## config.mk

```make
export PLATFORM = sky130hd
export DESIGN_NAME = fdtd_upd
export DESIGN_NICKNAME = d
export VERILOG_FILES = /design/src/rtl/fdtd_pkg.sv /design/src/rtl/fdtd_upd.sv
export SDC_FILE = /design/constraint.sdc
export NUM_CORES = 2
export LEC_CHECK = 0
export ABC_AREA = 1
export BUFFER_PORTS_ARGS = -buffer_cell sky130_fd_sc_hd__buf_4
export CELL_PAD_IN_SITES_DETAIL_PLACEMENT = 0
export CELL_PAD_IN_SITES_GLOBAL_PLACEMENT = 1
export CORE_MARGIN = 2
export CORE_UTILIZATION = 45
export DETAILED_ROUTE_END_ITERATION = 8
export PLACE_DENSITY_LB_ADDON = 0.1
export SETUP_SLACK_MARGIN = 0.02
export SLEW_MARGIN = 20
export SYNTH_ARGS = -nofsm -noshare
export SYNTH_HDL_FRONTEND = slang
export SYNTH_SLANG_ARGS = --single-unit
```

## constraint.sdc

```tcl
create_clock -name clk -period 8.3 [get_ports clk]
set_input_delay 0 -clock clk [delete_from_list [all_inputs] [get_ports clk]]
set_output_delay 0 -clock clk [all_outputs]
set_load 0.05 [all_outputs]
```

## src/rtl/fdtd_pkg.sv

```systemverilog
// ----------------------------------------------------------------------------
// fdtd_pkg
// Shared constants for the Yee grid update block: grid defaults, word width,
// item kinds and array selector codes.
// ----------------------------------------------------------------------------
`default_nettype none

package fdtd_pkg;

    localparam int GRID_X_DEF = 16;
    localparam int GRID_Y_DEF = 16;
    localparam int GRID_Z_DEF = 16;

    localparam int DATA_W     = 32;
    localparam int NUM_ARRAYS = 12;

    localparam logic [1:0] KIND_WRITE = 2'd0;
    localparam logic [1:0] KIND_READ  = 2'd1;
    localparam logic [1:0] KIND_ESTEP = 2'd2;
    localparam logic [1:0] KIND_HSTEP = 2'd3;

    localparam int SEL_E_FIELD = 0;
    localparam int SEL_H_FIELD = 3;
    localparam int SEL_E_COEF  = 6;
    localparam int SEL_H_COEF  = 9;

    typedef logic signed [DATA_W-1:0] word_t;

endpackage

`default_nettype wire

```

## src/rtl/fdtd_upd.sv

```systemverilog
// ----------------------------------------------------------------------------
// fdtd_upd
// Field component update: curl, Q16.16 product truncated toward minus
// infinity, saturating accumulate. Two register stages.
// ----------------------------------------------------------------------------
`default_nettype none

module fdtd_upd (
    input  wire                  clk,
    input  wire                  neg,
    input  fdtd_pkg::word_t      field,
    input  fdtd_pkg::word_t      coef,
    input  fdtd_pkg::word_t      p1,
    input  fdtd_pkg::word_t      m1,
    input  fdtd_pkg::word_t      p2,
    input  fdtd_pkg::word_t      m2,
    output fdtd_pkg::word_t      result
);

    logic signed [33:0] diff;
    logic signed [34:0] curl_reg;
    logic signed [34:0] curl_next;
    fdtd_pkg::word_t    field1_reg;
    fdtd_pkg::word_t    coef1_reg;
    logic               neg1_reg;
    logic signed [66:0] prod_reg;
    fdtd_pkg::word_t    field2_reg;
    logic               neg2_reg;
    logic signed [50:0] quot;
    logic signed [52:0] sum;

    assign diff = (34'(p1) - 34'(m1)) - (34'(p2) - 34'(m2));
    assign curl_next = neg ? -35'(diff) : 35'(diff);

    always_ff @(posedge clk)
    begin
        curl_reg   <= curl_next;
        field1_reg <= field;
        coef1_reg  <= coef;
        neg1_reg   <= neg;
        prod_reg   <= 67'(coef1_reg) * 67'(curl_reg);
        field2_reg <= field1_reg;
        neg2_reg   <= neg1_reg;
    end

    assign quot = prod_reg[66:16];
    assign sum  = neg2_reg ? (53'(field2_reg) - 53'(quot)) : (53'(field2_reg) + 53'(quot));

    always_comb
    begin
        if (sum[52:31] == '0 || sum[52:31] == '1)
        begin
            result = sum[31:0];
        end
        else if (sum[52])
        begin
            result = {1'b1, 31'd0};
        end
        else
        begin
            result = {1'b0, {31{1'b1}}};
        end
    end

endmodule

`default_nettype wire

```

Word-level counts from Yosys, hierarchy flattened
Cells that the tools add are included.

Output and inout bits: 32. Word-level logic and storage cells: 21. Flip-flop bits (word level): 200. Bits of input ports: 194.

Reductions and logical operators: 2. Eq/ne operators: 1. Multipliers: 1. Multiplexer cells: 4. $add $sub $neg: 6.

Operators by type and width (number): multiplier 32 x 35 -> 67 bit (1); subtractor 32 x 32 -> 33 bit (2); two-way mux 32 bit (2); two-way mux 53 bit (1); adder 32 x 51 -> 52 bit (1); subtractor 32 x 51 -> 52 bit (1); two-way mux 35 bit (1); negation 34 -> 35 bit (1); subtractor 33 x 33 -> 34 bit (1); == test 22 bit, second input constant (1); logical NOT 22 bit (1); logical OR 1 bit (1).

Longest topological paths before layout
Depth in word-level cells: 5. Gate-level depth with buffers: 34. Mapped depth without buffers: 33.

Worst setup path before layout
OpenSTA, ideal clock, no wires.

Kind: reg-to-reg. Start point: register coef1_reg[7]. End point: register prod_reg[65]. Required time: 8.188 ns. Path buffers: 2. Library setup time: 0.112 ns. Clock period less this slack: 7.211 ns. Path slack: 1.089 ns. Data arrival time: 7.100 ns. Stages on the path, launching flop included: 29. Path through: dfxtp_1 -> clkbuf_1 -> clkbuf_1 -> nand2_1 -> inv_1 -> fa_1 -> inv_1 -> fa_1 -> inv_1 -> fa_1 -> fa_1 -> inv_1 -> fa_1 -> inv_1 -> fa_1 -> inv_1 -> fa_1 -> inv_1 -> fa_1 -> ha_1 -> a21oi_1 -> nor2_1 -> nor2_1 -> o21ai_0 -> a221oi_1 -> o21ai_0 -> a21oi_1 -> or2_2 -> nand2_1.

Cells in the longest elaborated chain, start to end: 1.

RTL lines: start: declaration (line fdtd_upd.sv:24) `fdtd_pkg::word_t coef1_reg;`; start signal: assignment (line fdtd_upd.sv:39) `coef1_reg <= coef;`; multiplier 32 x 35 -> 67 bit (line fdtd_upd.sv:41) `prod_reg <= 67'(coef1_reg) * 67'(curl_reg);`; end signal: assignment (line fdtd_upd.sv:41); end: declaration (line fdtd_upd.sv:26) `logic signed [66:0] prod_reg;`.

Every way passes these cells.

Worst setup path in the final report
Start point: register curl_reg[24]. End point: register prod_reg[55].

Cells in the longest elaborated chain, start to end: 1.

RTL lines: start: declaration (line fdtd_upd.sv:21) `logic signed [34:0] curl_reg;`; start signal: assignment (line fdtd_upd.sv:37) `curl_reg <= curl_next;`; multiplier 32 x 35 -> 67 bit (line fdtd_upd.sv:41).

Every way passes these cells.

==> results_dict.tcl <==
set metrics [dict create \
    status "completed" \
    grt_max_degree 37 \
    grt_pass1_wl_mm 276 \
    post-route-period-util_pct 96.0 \
    synth_warnings 0 \
    track_usage_pct 28.2 \
    wl_per_cell_microns 18.1 \
    cts_buffer_depth 2 \
    cts_buffers 17 \
    postCtsSetupBuffers 0 \
    row_count 129 \
    required_ns 8.73 \
    setup_violations 0 \
    die_area_sq_um 127000 \
    port_buffers 225 \
    synth_cell_type_count 50 \
    grt-ovfl-total 0 \
    hold_path_class "primary input to register" \
    dr.pass1.iters 6 \
    cts_tree "yes" \
    endpoint_kind "register" \
    cts.repair.resized 0 \
    gp_congestion 0.924 \
    grt_pass1_vias 48400 \
    cts-root-buf "clkbuf_16" \
    fp.dieW_microns 356 \
    antenna_found_initial 3 \
    slew_violations 0 \
    fmax_mhz 126 \
    via_per_inst 4.82 \
    cts.clk_slew.worst_paths_ns 0.11 \
    cp_cell_sequence "buf_4 > nand2_1 > fa_1 > fa_1 > inv_1 > fa_1 > fa_1 > fa_1 > fa_1 > fa_1 > fa_1 > ha_1 > nand2_1 > nor2_1 > inv_1 > nor2_1 > inv_1 > nor2_1 > nand4_1 > nand3_1 > a21oi_1 > xnor2_1" \
    drt-total-wl_mm 169 \
    dp_hpwl_mm 148 \
    synthFlopType "dfxtp_1" \
    holdWs_ns 0.0739 \
    worst_slew_pin_slew_ns 0.888 \
    initial_utilization_pct 45.2 \
    cpPeakStageDelay_ns 0.87 \
    maxSlewHeadroom_pct 40.7 \
    fin_ws_ns 0.335 \
    synthCells 7503 \
    dp.cells 9279 \
    fp.dieH_microns 356 \
    drtIter0Drc 2807 \
    htreeDepth 4 \
    coreArea_sq_um 123000 \
    clkLatencyLatePin_ns 0.56 \
    finalSetupTns_ns 0 \
    io_pins 226 \
    clock_skew_ns 0.0358 \
    min_period_ns 7.96 \
    area_growth_pct 10.0 \
    drc 0 \
    largest_register_ffs 51 \
    finalHoldViolCount 0 \
    slowest_stage "dfxtp_1" \
    grt_setup_unrepaired "no" \
    num_vias 45200 \
    start_kind "register" \
    ant_nets 0 \
    synth-async-reset-ratio_pct 0 \
    clock-sinks 184 \
    netlist_area_sq_um 55700 \
    crit_top_cell "fa_1" \
    crit_arrival_ns 8.39 \
    crit_path_max_fanout 17 \
    synth_nets 9207 \
    yosysSeqAreaShare_pct 6.61 \
    nets 9431 \
    finalNonFillerCells 9377 \
    dpl_worst_slack_ns 0.417 \
    syn_area_per_cell_sq_um 7.43 \
    n_antenna_cell 0 \
    max-cap-violations 0 \
    ys_ff_latch 184 \
    worstSetupPathType "register to register" \
    final_layout_size_suffix_gt1_share_pct 6.02 \
    synth_edf_count 0 \
]
==> layer usage <==
metal  share of wire, %  up-vias  routed length, microns  global-route usage, %
met3                4.7      155                    7980                   2.99
li1                   -    21600                       -                      -
met1                 46    22400                   78100                   39.8
met5              0.016        -                      27                      0
met4                1.5        4                    2620                   5.03
met2                 48     1045                   80600                   47.6
==> synth_stat cells, types with 2 or more instances <==
cell	number	area, sq um
inv_1	2208	8290
nand2_1	2153	8080
fa_1	1237	24800
nor2_1	407	1530
ha_1	273	3420
clkbuf_1	237	890
dfxtp_1	184	3680
a21oi_1	175	876
nand3_1	143	716
xor2_1	109	955
o21ai_0	86	430
xnor2_1	56	490
nand4_1	49	307
nor3_1	35	175
a31oi_1	17	106
nor4_1	15	93.8
o21bai_1	14	105
nor2_2	12	75.1
or2_2	10	62.6
a21o_1	9	67.6
nand2_2	9	56.3
nand3b_1	9	67.6
o21a_1	6	45.0
a21boi_0	5	37.5
buf_6	5	56.3
nand3_2	5	50.1
a221oi_1	3	26.3
buf_1	3	11.3
nor3_2	3	30.0
nor2_4	2	22.5
o211ai_1	2	15.0
o221ai_1	2	17.5
or2_1	2	12.5
xor2_2	2	32.5
==> cells by family (layout without fill, tap and decap cells) <==
family / Yosys count / count (layout) / synth area share [%]
XOR/XNOR: 167 / 167 / 2.65
buffers and inverters: 2456 / 2693 / 16.6
AND/OR/NAND/NOR: 2859 / 2859 / 20.3
AO/OA/AOI/OAI: 327 / 327 / 3.22
adder cells (fa/ha/maj): 1510 / 1510 / 50.6
flip-flops: 184 / 184 / 6.61
==> layout make-up <==
class / count / area, sq um
clock buffers: 17 / 425
clock inverters: 15 / 221
fillers: 12600 / 62000
inverters: 2209 / 8290
multi-input cells: 4863 / 42800
flip-flops and latches: 184 / 3680
well taps: 1637 / 2050
repair buffers: 452 / 3850
==> layout by cell type, fill, tap and decap left out, drive strengths merged, types with 2 or more instances in the layout <==
| cell | instances |
|---|---|
| nor3 | 38 |
| xnor2 | 56 |
| nor2 | 421 |
| inv | 2216 |
| dlygate4sd3 | 66 |
| o211ai | 2 |
| clkinv | 6 |
| buf | 386 |
| or2 | 12 |
| a21oi | 175 |
| dfxtp | 184 |
| o21bai | 14 |
| nand3b | 9 |
| a31oi | 17 |
| xor2 | 111 |
| bufinv | 2 |
| fa | 1237 |
| o21a | 6 |
| a221oi | 3 |
| nand4 | 49 |
| nand2 | 2163 |
| o221ai | 2 |
| o21ai | 88 |
| nor4 | 15 |
| nand3 | 148 |
| ha | 273 |
| a21o | 9 |
| clkbuf | 17 |
| a21boi | 5 |
==> metrics by stage <==
| step | cell area (sq um) | utilization (%) |
|---|---|---|
| final | 61300 | 49.7 |
| after global routing | 61300 | 49.7 |
| after CTS | 61300 | 49.7 |
| after detailed placement | 60000 | 48.6 |
| after global placement | 60000 | 48.6 |
| after floorplan | 55700 | - |
==> worst paths after layout <==
| check | to | depth (start not counted) | slack, ns | start |
|---|---|---|---|---|
| min reg2reg | field2_reg[12]$_DFF_P_ | 0 | 0.33 | field1_reg[12]$_DFF_P_ |
| max reg2reg | prod_reg[55]$_DFF_P_ | 22 | 0.34 | curl_reg[24]$_DFF_P_ |
| min | coef1_reg[14]$_DFF_P_ | 2 | 0.07 | coef[14] |
| max | prod_reg[55]$_DFF_P_ | 22 | 0.34 | curl_reg[24]$_DFF_P_ |
==> timing repair <==
item	in CTS	in global routing
endpoints found under the setup margin	0	0
endpoints found under the hold margin	86	0
hold buffers	66	0
==> critical path, delay by kind of cell, from the launching register on <==
kind	cells	cell delay, ns
buffers and inverters	4	0.60
AO/OA/AOI/OAI	1	0.12
adder cells (fa/ha/maj)	9	4.43
flip-flops	1	0.87
AND/OR/NAND/NOR	7	1.66
XOR/XNOR	1	0.15
Power is left out: the tool's default activity adds up to more than one toggle a clock period on the data nets, which glitch-free logic cannot reach.
